[src/hdl/vfc_pkg.sv]
// Package for the VGA frame capture block: field widths, register indexes
// and timing error codes. It has no dependencies.
package vfc_pkg;

  // Configuration port.
  localparam int unsigned CfgIdxW  = 3;
  localparam int unsigned CfgDataW = 12;

  localparam logic [CfgIdxW-1:0] REG_LINE_LENGTH     = 3'd0;
  localparam logic [CfgIdxW-1:0] REG_FRAME_LINES     = 3'd1;
  localparam logic [CfgIdxW-1:0] REG_VISIBLE_X_FIRST = 3'd2;
  localparam logic [CfgIdxW-1:0] REG_VISIBLE_X_LAST  = 3'd3;
  localparam logic [CfgIdxW-1:0] REG_VISIBLE_Y_FIRST = 3'd4;
  localparam logic [CfgIdxW-1:0] REG_VISIBLE_Y_LAST  = 3'd5;

  // Register widths.
  localparam int unsigned LenW    = 12;
  localparam int unsigned BoundW  = 11;
  localparam int unsigned MeasW   = 11;
  localparam int unsigned ColourW = 8;

  // Reset values of the timing registers.
  localparam logic [LenW-1:0]   LINE_LENGTH_RST     = 12'd800;
  localparam logic [LenW-1:0]   FRAME_LINES_RST     = 12'd525;
  localparam logic [BoundW-1:0] VISIBLE_X_FIRST_RST = 11'd0;
  localparam logic [BoundW-1:0] VISIBLE_X_LAST_RST  = 11'd639;
  localparam logic [BoundW-1:0] VISIBLE_Y_FIRST_RST = 11'd0;
  localparam logic [BoundW-1:0] VISIBLE_Y_LAST_RST  = 11'd479;

  // Input sample: hsync, vsync, red, green, blue from bit 0 up.
  localparam int unsigned InBits  = 10;
  localparam int unsigned InDataW = 16;

  // Output flags in tuser.
  localparam int unsigned OutUserW = 8;

  typedef enum logic [1:0] {
    ERR_NONE  = 2'd0,
    ERR_LINE  = 2'd1,
    ERR_FRAME = 2'd2
  } timing_err_e;

endpackage

[src/hdl/vga_frame_capture.sv]
// VGA frame capture: sync tracking, timing checks and frame buffer writes.
// Depends on vfc_pkg for widths, register indexes and error codes.
//
// Usage: one video sample (sync levels and a 3-3-2 colour) is offered per
// pixel clock on the slave stream. For every accepted sample exactly one
// result leaves on the master stream: a frame buffer write (address and
// colour) when the sample lies in the visible window, a frame done flag on
// a correctly timed vertical sync, a timing error with the measured column or
// line count, or an empty result otherwise. Results come out in input order.
// The input register feeds the sync state machine and counter stage, whose
// register feeds the address multiply-add that loads the output register.
// Throughput is one sample per cycle while the receiver does not stall.
// When the receiver stalls, the three stages fill and the slave side keeps
// taking samples until all of them hold data, then tready drops. No result
// is dropped. Reset empties the pipeline, returns the state machine to the
// video area with zeroed counters and loads the default 640x480 timing.
// The user writes the timing registers through the plain write port only while no
// sample is in flight; the block itself does not enforce this.
module vga_frame_capture #(
  parameter int unsigned COORD_BITS = 11,
  parameter int unsigned ADDR_BITS  = 19,
  localparam int unsigned OutDataBits = ADDR_BITS + vfc_pkg::ColourW + vfc_pkg::MeasW,
  localparam int unsigned OutDataW    = ((OutDataBits + 7) / 8) * 8
) (
  input  logic                          clk_i,
  input  logic                          rst_ni,
  // Configuration writes.
  input  logic                          cfg_we_i,
  input  logic [vfc_pkg::CfgIdxW-1:0]   cfg_idx_i,
  input  logic [vfc_pkg::CfgDataW-1:0]  cfg_data_i,
  // Video samples.
  input  logic                          s_axis_tvalid_i,
  output logic                          s_axis_tready_o,
  // tdata: hsync_level, vsync_level, red_level[2:0], green_level[2:0], blue_level[1:0]
  input  logic [vfc_pkg::InDataW-1:0]   s_axis_tdata_i,
  // Results.
  output logic                          m_axis_tvalid_o,
  input  logic                          m_axis_tready_i,
  // tdata: pixel_address, pixel_colour[7:0], measured_count[10:0]
  output logic [OutDataW-1:0]           m_axis_tdata_o,
  // tuser: pixel_write, frame_done, timing_error[1:0]
  output logic [vfc_pkg::OutUserW-1:0]  m_axis_tuser_o
);

  localparam int unsigned CmpW  = (COORD_BITS > vfc_pkg::LenW) ? COORD_BITS : vfc_pkg::LenW;
  localparam int unsigned ProdW = CmpW + vfc_pkg::LenW;
  localparam int unsigned SumW  = (ProdW + 1 > ADDR_BITS) ? ProdW + 1 : ADDR_BITS;

  typedef enum logic [2:0] {
    ST_VIDEO    = 3'd0,
    ST_HPULSE   = 3'd1,
    ST_VPULSE   = 3'd2,
    ST_LOST     = 3'd3,
    ST_LOST_EOF = 3'd4
  } cap_state_e;

  // Timing registers.
  logic [vfc_pkg::LenW-1:0]   line_length_q, frame_lines_q;
  logic [vfc_pkg::BoundW-1:0] x_first_q, x_last_q, y_first_q, y_last_q;

  // Pipeline occupancy and flow control.
  logic a_valid_q, b_valid_q, c_valid_q;
  logic a_ready, b_ready, c_ready;
  logic a_move, b_move;

  // Input register.
  logic [vfc_pkg::InBits-1:0] a_data_q;

  // State machine and counters.
  cap_state_e            state_q, state_d;
  logic [COORD_BITS-1:0] col_q, col_d, line_q, line_d;

  // Stage B registers.
  logic                        b_wr_q, b_wr_d;
  logic [CmpW-1:0]             b_dx_q, b_dx_d, b_dy_q, b_dy_d;
  logic [vfc_pkg::LenW-1:0]    b_width_q, b_width_d;
  logic [vfc_pkg::ColourW-1:0] b_colour_q, b_colour_d;
  logic                        b_done_q, b_done_d;
  vfc_pkg::timing_err_e        b_err_q, b_err_d;
  logic [vfc_pkg::MeasW-1:0]   b_meas_q, b_meas_d;

  // Output register.
  logic                        c_wr_q;
  logic [ADDR_BITS-1:0]        c_addr_q, c_addr_d;
  logic [vfc_pkg::ColourW-1:0] c_colour_q;
  logic                        c_done_q;
  vfc_pkg::timing_err_e        c_err_q;
  logic [vfc_pkg::MeasW-1:0]   c_meas_q;

  // Combinational helpers for stage A.
  logic                        hs, vs;
  logic [vfc_pkg::ColourW-1:0] colour;
  logic [CmpW-1:0]             col_ext, line_ext;
  logic [vfc_pkg::LenW-1:0]    exp_cols, exp_lines;
  logic                        visible;
  logic [COORD_BITS-1:0]       col_inc, line_inc;

  // Stage B multiply-add.
  logic [ProdW-1:0] prod;
  logic [SumW-1:0]  sum;

  assign c_ready = !c_valid_q || m_axis_tready_i;
  assign b_ready = !b_valid_q || c_ready;
  assign a_ready = !a_valid_q || b_ready;
  assign a_move  = a_valid_q && b_ready;
  assign b_move  = b_valid_q && c_ready;

  assign s_axis_tready_o = a_ready;

  assign hs     = a_data_q[0];
  assign vs     = a_data_q[1];
  assign colour = {a_data_q[4:2], a_data_q[7:5], a_data_q[9:8]};

  assign col_ext   = CmpW'(col_q);
  assign line_ext  = CmpW'(line_q);
  // A zero length wraps to 4095, which the counters never match.
  assign exp_cols  = line_length_q - vfc_pkg::LenW'(1);
  assign exp_lines = frame_lines_q - vfc_pkg::LenW'(1);

  assign visible = (col_ext >= CmpW'(x_first_q)) && (col_ext <= CmpW'(x_last_q)) &&
                   (line_ext >= CmpW'(y_first_q)) && (line_ext <= CmpW'(y_last_q));

  // Counters saturate at all ones.
  assign col_inc  = (&col_q) ? col_q : col_q + COORD_BITS'(1);
  assign line_inc = (&line_q) ? line_q : line_q + COORD_BITS'(1);

  always_comb begin
    state_d    = state_q;
    col_d      = col_q;
    line_d     = line_q;
    b_wr_d     = 1'b0;
    b_done_d   = 1'b0;
    b_err_d    = vfc_pkg::ERR_NONE;
    b_meas_d   = '0;
    b_dx_d     = col_ext - CmpW'(x_first_q);
    b_dy_d     = line_ext - CmpW'(y_first_q);
    b_width_d  = {1'b0, x_last_q} - {1'b0, x_first_q} + vfc_pkg::LenW'(1);
    b_colour_d = '0;
    unique case (state_q)
      ST_VIDEO: begin
        if (!vs) begin
          if (line_ext != CmpW'(exp_lines)) begin
            b_err_d  = vfc_pkg::ERR_FRAME;
            b_meas_d = line_ext[vfc_pkg::MeasW-1:0];
            state_d  = ST_LOST_EOF;
          end else begin
            col_d    = '0;
            line_d   = '0;
            b_done_d = 1'b1;
            state_d  = ST_VPULSE;
          end
        end else if (!hs) begin
          if (col_ext != CmpW'(exp_cols)) begin
            b_err_d  = vfc_pkg::ERR_LINE;
            b_meas_d = col_ext[vfc_pkg::MeasW-1:0];
            state_d  = ST_LOST_EOF;
          end else begin
            col_d   = '0;
            line_d  = line_inc;
            state_d = ST_HPULSE;
          end
        end else begin
          if (visible) begin
            b_wr_d     = 1'b1;
            b_colour_d = colour;
          end
          col_d = col_inc;
        end
      end
      ST_HPULSE: begin
        if (hs) begin
          state_d = ST_VIDEO;
        end
      end
      ST_VPULSE: begin
        if (vs) begin
          state_d = ST_VIDEO;
        end
      end
      ST_LOST_EOF: begin
        if (vs) begin
          state_d = ST_LOST;
        end
      end
      default: begin
        // Sync lost, and any code outside the state list, waits for vsync.
        if (!vs) begin
          col_d   = '0;
          line_d  = '0;
          state_d = ST_VPULSE;
        end
      end
    endcase
  end

  // The offset only matters when the pixel is written, so the window width
  // is positive whenever it is used.
  assign prod     = ProdW'(b_dy_q) * ProdW'(b_width_q);
  assign sum      = SumW'(prod) + SumW'(b_dx_q);
  assign c_addr_d = b_wr_q ? sum[ADDR_BITS-1:0] : '0;

  always_ff @(posedge clk_i or negedge rst_ni) begin
    if (!rst_ni) begin
      line_length_q <= vfc_pkg::LINE_LENGTH_RST;
      frame_lines_q <= vfc_pkg::FRAME_LINES_RST;
      x_first_q     <= vfc_pkg::VISIBLE_X_FIRST_RST;
      x_last_q      <= vfc_pkg::VISIBLE_X_LAST_RST;
      y_first_q     <= vfc_pkg::VISIBLE_Y_FIRST_RST;
      y_last_q      <= vfc_pkg::VISIBLE_Y_LAST_RST;
      a_valid_q     <= 1'b0;
      b_valid_q     <= 1'b0;
      c_valid_q     <= 1'b0;
      state_q       <= ST_VIDEO;
      col_q         <= '0;
      line_q        <= '0;
    end else begin
      if (cfg_we_i) begin
        unique case (cfg_idx_i)
          vfc_pkg::REG_LINE_LENGTH:     line_length_q <= cfg_data_i;
          vfc_pkg::REG_FRAME_LINES:     frame_lines_q <= cfg_data_i;
          vfc_pkg::REG_VISIBLE_X_FIRST: x_first_q <= cfg_data_i[vfc_pkg::BoundW-1:0];
          vfc_pkg::REG_VISIBLE_X_LAST:  x_last_q  <= cfg_data_i[vfc_pkg::BoundW-1:0];
          vfc_pkg::REG_VISIBLE_Y_FIRST: y_first_q <= cfg_data_i[vfc_pkg::BoundW-1:0];
          vfc_pkg::REG_VISIBLE_Y_LAST:  y_last_q  <= cfg_data_i[vfc_pkg::BoundW-1:0];
          default: begin
          end
        endcase
      end
      if (a_ready) begin
        a_valid_q <= s_axis_tvalid_i;
      end
      if (b_ready) begin
        b_valid_q <= a_valid_q;
      end
      if (c_ready) begin
        c_valid_q <= b_valid_q;
      end
      if (a_move) begin
        state_q <= state_d;
        col_q   <= col_d;
        line_q  <= line_d;
      end
    end
  end

  // Payload registers, no reset needed.
  always_ff @(posedge clk_i) begin
    if (a_ready && s_axis_tvalid_i) begin
      a_data_q <= s_axis_tdata_i[vfc_pkg::InBits-1:0];
    end
    if (a_move) begin
      b_wr_q     <= b_wr_d;
      b_dx_q     <= b_dx_d;
      b_dy_q     <= b_dy_d;
      b_width_q  <= b_width_d;
      b_colour_q <= b_colour_d;
      b_done_q   <= b_done_d;
      b_err_q    <= b_err_d;
      b_meas_q   <= b_meas_d;
    end
    if (b_move) begin
      c_wr_q     <= b_wr_q;
      c_addr_q   <= c_addr_d;
      c_colour_q <= b_colour_q;
      c_done_q   <= b_done_q;
      c_err_q    <= b_err_q;
      c_meas_q   <= b_meas_q;
    end
  end

  assign m_axis_tvalid_o = c_valid_q;
  assign m_axis_tdata_o  = OutDataW'({c_meas_q, c_colour_q, c_addr_q});
  assign m_axis_tuser_o  = vfc_pkg::OutUserW'({c_err_q, c_done_q, c_wr_q});

endmodule

[config.mk]
export PLATFORM = sky130hd
export DESIGN_NAME = vga_frame_capture
export DESIGN_NICKNAME = d
export VERILOG_FILES = /design/src/hdl/vfc_pkg.sv /design/src/hdl/vga_frame_capture.sv
export SDC_FILE = /design/constraint.sdc
export NUM_CORES = 1
export LEC_CHECK = 0
export ABC_CLOCK_PERIOD_IN_PS = 7000
export BUFFER_PORTS_ARGS = -buffer_cell sky130_fd_sc_hd__clkbuf_2
export CORE_ASPECT_RATIO = 1.4
export CORE_MARGIN = 3
export CORE_UTILIZATION = 30
export CTS_BUF_LIST = sky130_fd_sc_hd__clkbuf_4 sky130_fd_sc_hd__clkbuf_8 sky130_fd_sc_hd__clkbuf_16
export DETAILED_ROUTE_END_ITERATION = 6
export SYNTH_ARGS = -nofsm -noshare
export SYNTH_HDL_FRONTEND = slang
export SYNTH_SLANG_ARGS = --single-unit
[constraint.sdc]
create_clock -name clk_i -period 7 [get_ports clk_i]
set_clock_uncertainty 0.2 [all_clocks]
set_input_delay 0.35 -clock clk_i [delete_from_list [all_inputs] [get_ports clk_i]]
set_output_delay 0.35 -clock clk_i [all_outputs]
set_load 0.02 [all_outputs]
==> impl_metrics.csv, run 1 <==
group,metric,value,unit
timing,setup_violations,0,
cts,cts_setup_buffers,0,
route,drc,0,
timing,worstMarginPinSlew,1.132,ns
route,postRouteAntennaNets,0,
finish,drive_gt1_share,12.57,%
die,die_h,272.3,um
worst_hold_path,hp-class,"primary input to asynchronous set/reset pin",
die,die_area,0.05344,sq mm
placement,hpwl,25870,um
die,start_util,30.32,%
logic_synthesis,synth_area,0.01520,sq mm
finish,layout.nets,1815,
logic_synthesis,ys_seq_area_share,37.93,%
cts,cts.sinks,207,
placement,dpl_worst_slack,1.290,ns
logic_synthesis,synthTopCellsByCount,"inv_1, nand2_1, ha_1",
logic_synthesis,synth.area.top_cells,"edfxtp_1, fa_1, dfrtp_1",
finish,multi_input_area,0.008329,sq mm
timing,rsz0062_at_grt,"false",
finish,fillers,5032,
cts,cts-root-buf,"clkbuf_16",
worst_setup_path,end_kind,"flop",
cts,cts_inserted_buffers,25,
route,drt-initial-drc-count,463,
logic_synthesis,yosys.area.top_type_share,21.93,%
worst_setup_path,crit_arrival,5.76,ns
logic_synthesis,yosysTopAreaCell,"edfxtp_1",
die,placementRows,97,
timing,fin_ws,1.308,ns
timing,relSlewSlack,24.12,%
timing,fmax,0.1757,GHz
cts,clk_pin_slew,0.06,ns
logic_synthesis,synthFlopType,"edfxtp_1",
cts,cts_resized,0,
timing,fin_crit_sh,81.32,%
logic_synthesis,syn_area_per_cell,10.26,sq um
worst_setup_path,cp-start-kind,"flop",
timing,tns,0,ns
route,avgViaCountPerCell,4.775,
die,die_w,196.2,um
route,totalWireLength,33730,um
logic_synthesis,synth_most_common_cell,"inv_1",
cts,cts_hold_buffers,26,
cts,cts_max_level,1,
finish,area_growth,14.16,%
global_routing,grt_pass1_vias,10880,
worst_setup_path,cp.required,7.07,ns
flow_run,drv_cap,0,
cts,clk_latency,0.54,ns
logic_synthesis,syn_inst,1481,
route,drtPass1Iterations,5,
cts,clockBufferDepth,3,
timing,hold_violations,0,
status,status,"complete, no violations",
worst_setup_path,cp_max_fo,11,
placement,routabilityCongestion,0.8202,
global_routing,grtUsageTotal,12.67,%
global_routing,grt_antenna_before_repair,0,
die,io_pins,86,
worst_setup_path,r2r_cells,18,
cts,cts_tree,"done",
global_routing,grt_pass1_wl,55310,um
logic_synthesis,async_flop_share,46.38,%
die,core,0.05012,sq mm
timing,slew_viol_final,0,
logic_synthesis,synth_edf_count,111,
route,post_drt_wl_per_cell,15.21,um
global_routing,grt-ovfl-total,0,
placement,port_buffers,73,
logic_synthesis,synth-seq-cells,207,
logic_synthesis,ys_warn_count,0,
finish,antenna_cells,0,
timing,min_period,5.692,ns
finish,regArea,0.005764,sq mm
logic_synthesis,synth_cell_types,74,
global_routing,grt_max_degree,67,
route,vias,10590,
worst_setup_path,path_class,"flop to flop",
-- critical path, cell delays in order (launching register included) --
cell	delay, ns
edfxtp_1	0.58
and2_1	0.25
fa_1	0.53
inv_1	0.05
fa_1	0.49
inv_1	0.06
fa_1	0.48
fa_1	0.54
inv_1	0.05
fa_1	0.48
inv_1	0.04
ha_1	0.33
nor2_1	0.07
o21ai_0	0.29
o21ai_0	0.21
o21ai_0	0.41
o41ai_1	0.13
xnor2_1	0.19
nor2_1	0.05
-- layout by cell type, fill, tap and decap left out, types with 15 or more instances in the layout --
| master | instances |
|---|---|
| clkbuf_2 | 72 |
| xnor2_1 | 38 |
| nor2_1 | 62 |
| o21ai_0 | 74 |
| nand4_1 | 16 |
| mux2_2 | 41 |
| nand2_1 | 134 |
| nand3_1 | 15 |
| xor2_1 | 32 |
| a21oi_1 | 40 |
| nor3_1 | 20 |
| a21o_1 | 17 |
| edfxtp_1 | 111 |
| inv_1 | 233 |
| nand2b_1 | 20 |
| clkbuf_16 | 25 |
| dfstp_2 | 23 |
| and2_1 | 86 |
| dfrtp_1 | 73 |
| fa_1 | 106 |
| dlygate4sd3_1 | 26 |
| ha_1 | 117 |
-- state kept, by name, indices dropped and copies added (netlist names), 3 cells and up --
name	cells
b_dy_q	12
line_length_q	12
b_width_q	12
x_last_q	11
b_meas_q	11
c_colour_q	8
c_meas_q	11
frame_lines_q	12
a_data_q	10
state_q	3
x_first_q	11
y_last_q	11
b_colour_q	8
line_q	11
col_q	11
y_first_q	11
c_addr_q	19
b_dx_q	12
-- final cells by class --
cell class	instances	share of cell area, %
clock buffer	26	3.649
clock inverter	20	1.695
inverter	233	5.041
multi-input combinational	987	48.01
sequential	207	33.22
tap	643	4.637
timing repair buffer	102	3.750
-- per-stage QoR --
step           cells  hold slack [ns]  area [sq um]  utilization [%]
3_3_place_gp    2146           0.1164         16160            32.25
4_1_cts         2218          0.08646         17350            34.61
6_report        2218          0.08223         17350            34.61
3_5_place_dp    2146           0.1235         16160            32.25
5_1_grt         2218           0.1082         17350            34.61
2_1_floorplan   1486          -0.1456         15220                -
-- layer usage --
layer	global-route usage, %	part of all wire [%]
met5	0	0
met4	3.886	2.6
met3	1.250	2.9
met2	23.84	52
met1	15.14	42
-- final timing paths --
path | slack (ns) | end | from
worst max-delay path | 1.31 | c_addr_q[18] | b_dy_q[8]
worst min-delay path | 0.08 | a_valid_q | rst_ni
worst max register to register | 1.31 | c_addr_q[18] | b_dy_q[8]
worst min register to register | 0.22 | c_colour_q[7] | b_colour_q[7]
max in group asynchronous | 5.30 | y_first_q[9] | rst_ni
min in group clk_i | 0.15 | y_first_q[3] | cfg_we_i
-- kinds of logic after synthesis --
family / after synthesis / synth area share, %
and+or+nand+nor: 421 / 14.18
buffers and inverters: 292 / 7.475
AOI/OAI and AO/OA: 225 / 9.657
adders and majority gates: 223 / 23.59
DFF: 207 / 37.93
xor gates and xnor gates: 70 / 4.034
muxes: 42 / 3.104
other: 1 / 0.02467
Power of run 1 is left out: the tool's default activity adds up to more than one toggle a clock period on the data nets, which glitch-free logic cannot reach.
==> inputs of run 2 (changes only) <==
- ABC_CLOCK_PERIOD_IN_PS: 7000 -> 5800
- clock period: 7 -> 5.8 ns (I/O delays scaled with it)
==> run 2 against run 1 <==
  * Die area stayed put
  * Critical endpoint is now c_addr_q[15]
  * Critical path depth is the same
  * Non-clock buffer count rose by 11
  * Core utilization hardly changed
  * Wire length rose by 0.36%
  * Setup slack got worse by 1.0 ns
  * Cell count grew 0.41%
  * Highest routed layer unchanged
  * Via count decreased by 0.79%
  * Global-route usage about the same
  * Sequential cell count unchanged
  * Clock-buffer cell count is 2 lower
  * Sequential share of layout area about the same
==> impl_metrics.csv, run 2 (synthesis gave the netlist of run 1 again) <==
group,metric,value,unit
finish,mostFrequentLayoutCell,"inv_1",
global_routing,grtUsageTotal,12.64,%
timing,hold_violations,0,
timing,rsz0062_at_grt,"false",
placement,port_buffers,73,
cts,clockBufferDepth,3,
cts,clk_latency,0.54,ns
worst_setup_path,crit_arrival,5.56,ns
timing,timing.hold.ws,0.02720,ns
cts,cts-root-buf,"clkbuf_16",
global_routing,grt-ovfl-total,0,
finish,antenna_cells,0,
worst_setup_path,cp_max_fo,12,
worst_setup_path,r2r_cells,18,
timing,fin_crit_sh,94.74,%
die,die_h,272.3,um
placement,hpwl,25980,um
die,die_area,0.05344,sq mm
timing,fmax,0.1820,GHz
global_routing,grt_pass1_vias,10850,
cts,cts_inserted_buffers,24,
placement,routabilityCongestion,0.8411,
finish,area_growth,14.10,%
cts,cts_tree,"done",
timing,tns,0,ns
finish,layout.nets,1825,
timing,setup_violations,0,
worst_setup_path,end_kind,"flop",
global_routing,grt_antenna_before_repair,0,
global_routing,grt_pass1_wl,55240,um
route,postRouteAntennaNets,0,
finish,regArea,0.005764,sq mm
finish,multi_input_area,0.008337,sq mm
route,drt-initial-drc-count,515,
timing,relSlewSlack,24.56,%
timing,min_period,5.495,ns
worst_setup_path,cp-start-kind,"flop",
timing,worstMarginPinSlew,1.123,ns
route,vias,10510,
die,start_util,30.32,%
route,drc,0,
finish,drive_gt1_share,13.26,%
flow_run,drv_cap,0,
die,io_pins,86,
cts,cts.sinks,207,
route,totalWireLength,33850,um
cts,clk_pin_slew,0.06,ns
route,post_drt_wl_per_cell,15.20,um
die,die_w,196.2,um
timing,slew_viol_final,0,
global_routing,grt_max_degree,68,
finish,fillers,5036,
die,core,0.05012,sq mm
finish,mostFrequentLayoutCells,"inv_1, nand2_1, ha_1",
worst_setup_path,path_class,"flop to flop",
finish,top_register,"c_addr_q",
route,drtPass1Iterations,5,
finish,largest_reg_flops,19,
cts,cts_max_level,1,
worst_setup_path,cp.required,5.87,ns
status,status,"complete, no violations",
route,avgViaCountPerCell,4.718,
worst_hold_path,hp-class,"primary input to asynchronous set/reset pin",
die,placementRows,97,
run 2: changes by cell type in the layout (fill, tap and decap cells not counted), sizes merged:
cell	before	now
buf	4	15
bufinv	6	3
clkbuf	98	96
clkinv	7	8
clkinvlp	3	6
inv	237	236
run 2: per-stage QoR:
stage                     setup slack [ns]  area [sq um]  std cells  util, %
final                               0.3053         17340       2227    34.60
after global routing              0.008817         17340       2227    34.60
after CTS                           0.1356         17310       2223    34.53
after detailed placement            0.1642         16220       2153    32.35
after global placement              0.1794         16220       2153    32.35
after floorplan                     0.6040         15220       1486        -
run 2: metal layers:
layer  track usage [%]  share of wire, %  vias up
met1             15.52                42     5162
li1                  -                 -     5116
met3             1.670               3.5       51
met2             22.80                52      177
met5                 0                 0        -
met4             4.280               2.9        0
run 2: worst paths after layout:
check | from | slack [ns] | endpoint
min | rst_ni | 0.03 | a_valid_q
max in group asynchronous | rst_ni | 4.15 | frame_lines_q[8]
min in group clk_i | cfg_idx_i[1] | 0.09 | y_first_q[5]
max | b_dy_q[4] | 0.31 | c_addr_q[15]
min reg2reg | b_colour_q[5] | 0.22 | c_colour_q[5]
max reg2reg | b_dy_q[4] | 0.31 | c_addr_q[15]
run 2: cell type report:
class / count / area share [%]
Clock inverter: 20 / 1.328
Sequential cell: 207 / 33.24
Timing Repair Buffer: 113 / 4.214
Clock buffer: 24 / 3.463
Multi-Input combinational cell: 987 / 48.07
Inverter: 233 / 5.043
Tap cell: 643 / 4.639
run 2: timing repair:
item,in CTS,in global routing
hold endpoints to repair,108,0
gates resized for setup,0,2
hold buffers,26,0
buffers inserted,0,4
setup endpoints to repair,0,4
run 2: worst max-delay path: stages, from the launching register on:
cell,delay (ns)
edfxtp_1,0.60
and2_1,0.26
fa_1,0.53
inv_1,0.05
fa_1,0.47
inv_1,0.04
ha_1,0.28
ha_1,0.32
fa_1,0.57
inv_1,0.07
fa_1,0.43
nor2b_1,0.16
o21a_1,0.16
o21a_1,0.19
o2111ai_1,0.19
a21bo_2,0.26
a21boi_0,0.25
o21a_1,0.16
nor3_1,0.04
Power of run 2 is left out for the same reason.
==> inputs of run 3 (changes only) <==
- ABC_AREA: not set -> 1
==> run 3 against run 2 <==
  * Global-route usage rose by 0.93 points
  * Core utilization fell by 0.055 points
  * Via count increased by 17%
  * Critical path depth increased by 5
  * Area after synthesis is 4.5% higher
  * Fmax grew 2.8%
==> impl_metrics.csv, run 3 <==
group,metric,value,unit
status,status,"complete, no violations",
route,post_drt_wl_per_cell,14.12,um
finish,mostFrequentLayoutCells,"nand2_1, inv_1, ha_1",
logic_synthesis,async_flop_share,46.38,%
route,postRouteAntennaNets,0,
logic_synthesis,synth_area,0.01588,sq mm
logic_synthesis,synthTopCellsByCount,"nand2_1, inv_1, ha_1",
timing,rsz0062_at_grt,"false",
placement,routabilityCongestion,0.8832,
cts,clockBufferDepth,3,
global_routing,grt_pass1_vias,12440,
worst_setup_path,end_kind,"flop",
worst_setup_path,crit_arrival,5.44,ns
timing,relSlewSlack,28.16,%
cts,cts_inserted_buffers,25,
worst_setup_path,worst-path-buf-inv,6,
timing,hold_violations,0,
logic_synthesis,synth.area.top_cells,"edfxtp_1, fa_1, nand2_1",
finish,area_growth,13.67,%
die,die_h,278.3,um
logic_synthesis,synth_top_family_by_area,"adder cells",
placement,hpwl,29770,um
logic_synthesis,ys_seq_area_share,36.29,%
route,avgViaCountPerCell,4.560,
logic_synthesis,yosys.area.top_type_share,20.98,%
route,drtPass1Iterations,5,
die,start_util,30.39,%
cts,cts.sinks,207,
finish,drive_gt1_share,8.900,%
route,drt-initial-drc-count,711,
timing,tns,0,ns
worst_setup_path,cp_max_fo,12,
logic_synthesis,synthAdderAreaFrac,22.58,%
logic_synthesis,synth-seq-cells,207,
logic_synthesis,syn_inst,1899,
timing,worstMarginPinSlew,1.074,ns
global_routing,grt_antenna_before_repair,0,
route,drc,0,
route,totalWireLength,38210,um
placement,port_buffers,73,
logic_synthesis,yosysTopAreaCell,"edfxtp_1",
die,core,0.05227,sq mm
worst_hold_path,hp-class,"flop to flop",
logic_synthesis,synth_compound_area_share,7.877,%
finish,mostFrequentLayoutCell,"nand2_1",
worst_setup_path,crit_chain,"nand2_1, inv_1, fa_1, inv_1, fa_1, inv_1, fa_1, fa_1, inv_1, fa_1, inv_1, ha_1, a21oi_1, o21ai_0, nand3_1, nand3_1, nand2_1, inv_1, nor2_1, o21bai_1, nand2_1, nand2_1, nor2_1",
worst_setup_path,cp.required,5.89,ns
die,io_pins,86,
die,die_w,200.5,um
timing,fin_crit_sh,92.14,%
worst_setup_path,path_class,"flop to flop",
cts,cts_max_level,1,
logic_synthesis,synthFlopType,"edfxtp_1",
global_routing,grt_pass1_wl,62690,um
logic_synthesis,synth_most_common_cell,"nand2_1",
timing,setup_violations,0,
die,die_area,0.05578,sq mm
route,vias,12340,
logic_synthesis,synth_xor_area_share,2.978,%
logic_synthesis,synth_cell_types,48,
global_routing,grt-ovfl-total,0,
worst_setup_path,slowest_delay,0.58,ns
timing,min_period,5.344,ns
logic_synthesis,ys_warn_count,0,
logic_synthesis,synthMuxAreaShare,0,%
finish,fillers,5394,
finish,largest_reg_flops,19,
worst_setup_path,crit_path_frequent_cell,"inv_1",
logic_synthesis,syn_area_per_cell,8.364,sq um
timing,slew_viol_final,0,
global_routing,grtUsageTotal,13.57,%
finish,layout.nets,2240,
finish,antenna_cells,0,
die,placementRows,99,
finish,top_register,"c_addr_q",
flow_run,drv_cap,0,
logic_synthesis,synth_simple_gate_area_share,18.94,%
worst_setup_path,crit_slowest_cell,"edfxtp_1",
logic_synthesis,synth_edf_count,111,
global_routing,grt_max_degree,75,
cts,clk_latency,0.54,ns
timing,fmax,0.1871,GHz
worst_setup_path,critPathTopFamily,"adder cells",
cts,cts-root-buf,"clkbuf_16",
cts,clk_pin_slew,0.06,ns
worst_setup_path,cp-start-kind,"flop",
cts,cts_tree,"done",
run 3: path summary, 6_finish.rpt:
kind,from,end,slack (ns),cells past startpoint
min in group asynchronous,rst_ni,col_q[3],0.34,3
setup reg to reg,b_width_q[0],c_addr_q[17],0.46,23
hold / removal,b_meas_q[2],c_meas_q[2],0.22,0
setup / recovery,b_width_q[0],c_addr_q[17],0.46,23
hold reg to reg,b_meas_q[2],c_meas_q[2],0.22,0
max in group asynchronous,rst_ni,line_q[8],3.89,3
run 3: through the flow:
| stage | utilization (%) | instance area, sq um | setup WS (ns) | instances | hold slack, ns |
|---|---|---|---|---|---|
| CTS | 34.54 | 18060 | 0.4125 | 2707 | 0.2186 |
| finish | 34.54 | 18060 | 0.4561 | 2707 | 0.2164 |
| floorplan | - | 15900 | 0.8426 | 1904 | -0.2056 |
| global route | 34.54 | 18060 | 0.04499 | 2707 | 0.2268 |
| detailed placement | 32.40 | 16930 | 0.4343 | 2633 | 0.01339 |
| global placement | 32.40 | 16930 | 0.4329 | 2633 | 0.01652 |
run 3: cells by family after synthesis:
logic type               count (synthesis)
other                                    1
flip-flops                             207
buffers and inverters                  461
AND/OR/NAND/NOR                        721
adder cells (fa/ha/maj)                223
AO/OA/AOI/OAI                          232
XOR/XNOR                                54
run 3: what timing repair did:
action,CTS,global route
gates resized for setup,0,0
buffers inserted,0,0
hold endpoints to repair,86,0
hold buffers,28,0
run 3: final cells by class:
| class | instances | area [sq um] | share of cell area (%) |
|---|---|---|---|
| Timing Repair Buffer | 108 | 700.7 | 3.881 |
| Tap cell | 707 | 884.6 | 4.899 |
| Clock buffer | 30 | 686.9 | 3.804 |
| Clock inverter | 16 | 155.1 | 0.8593 |
| Multi-Input combinational cell | 1236 | 8352 | 46.25 |
| Inverter | 403 | 1513 | 8.378 |
| Sequential cell | 207 | 5764 | 31.92 |
run 3: routing by layer:
metal	vias to the layer above	track usage, %	routed length [um]	share of wire [%]
li1	6102	-	-	-
met5	-	0	0	0
met4	0	4.507	1172	3.1
met3	76	1.357	1461	3.8
met2	303	25.54	19960	52
met1	5862	16.12	15620	41
Power of run 3 is left out for the same reason.
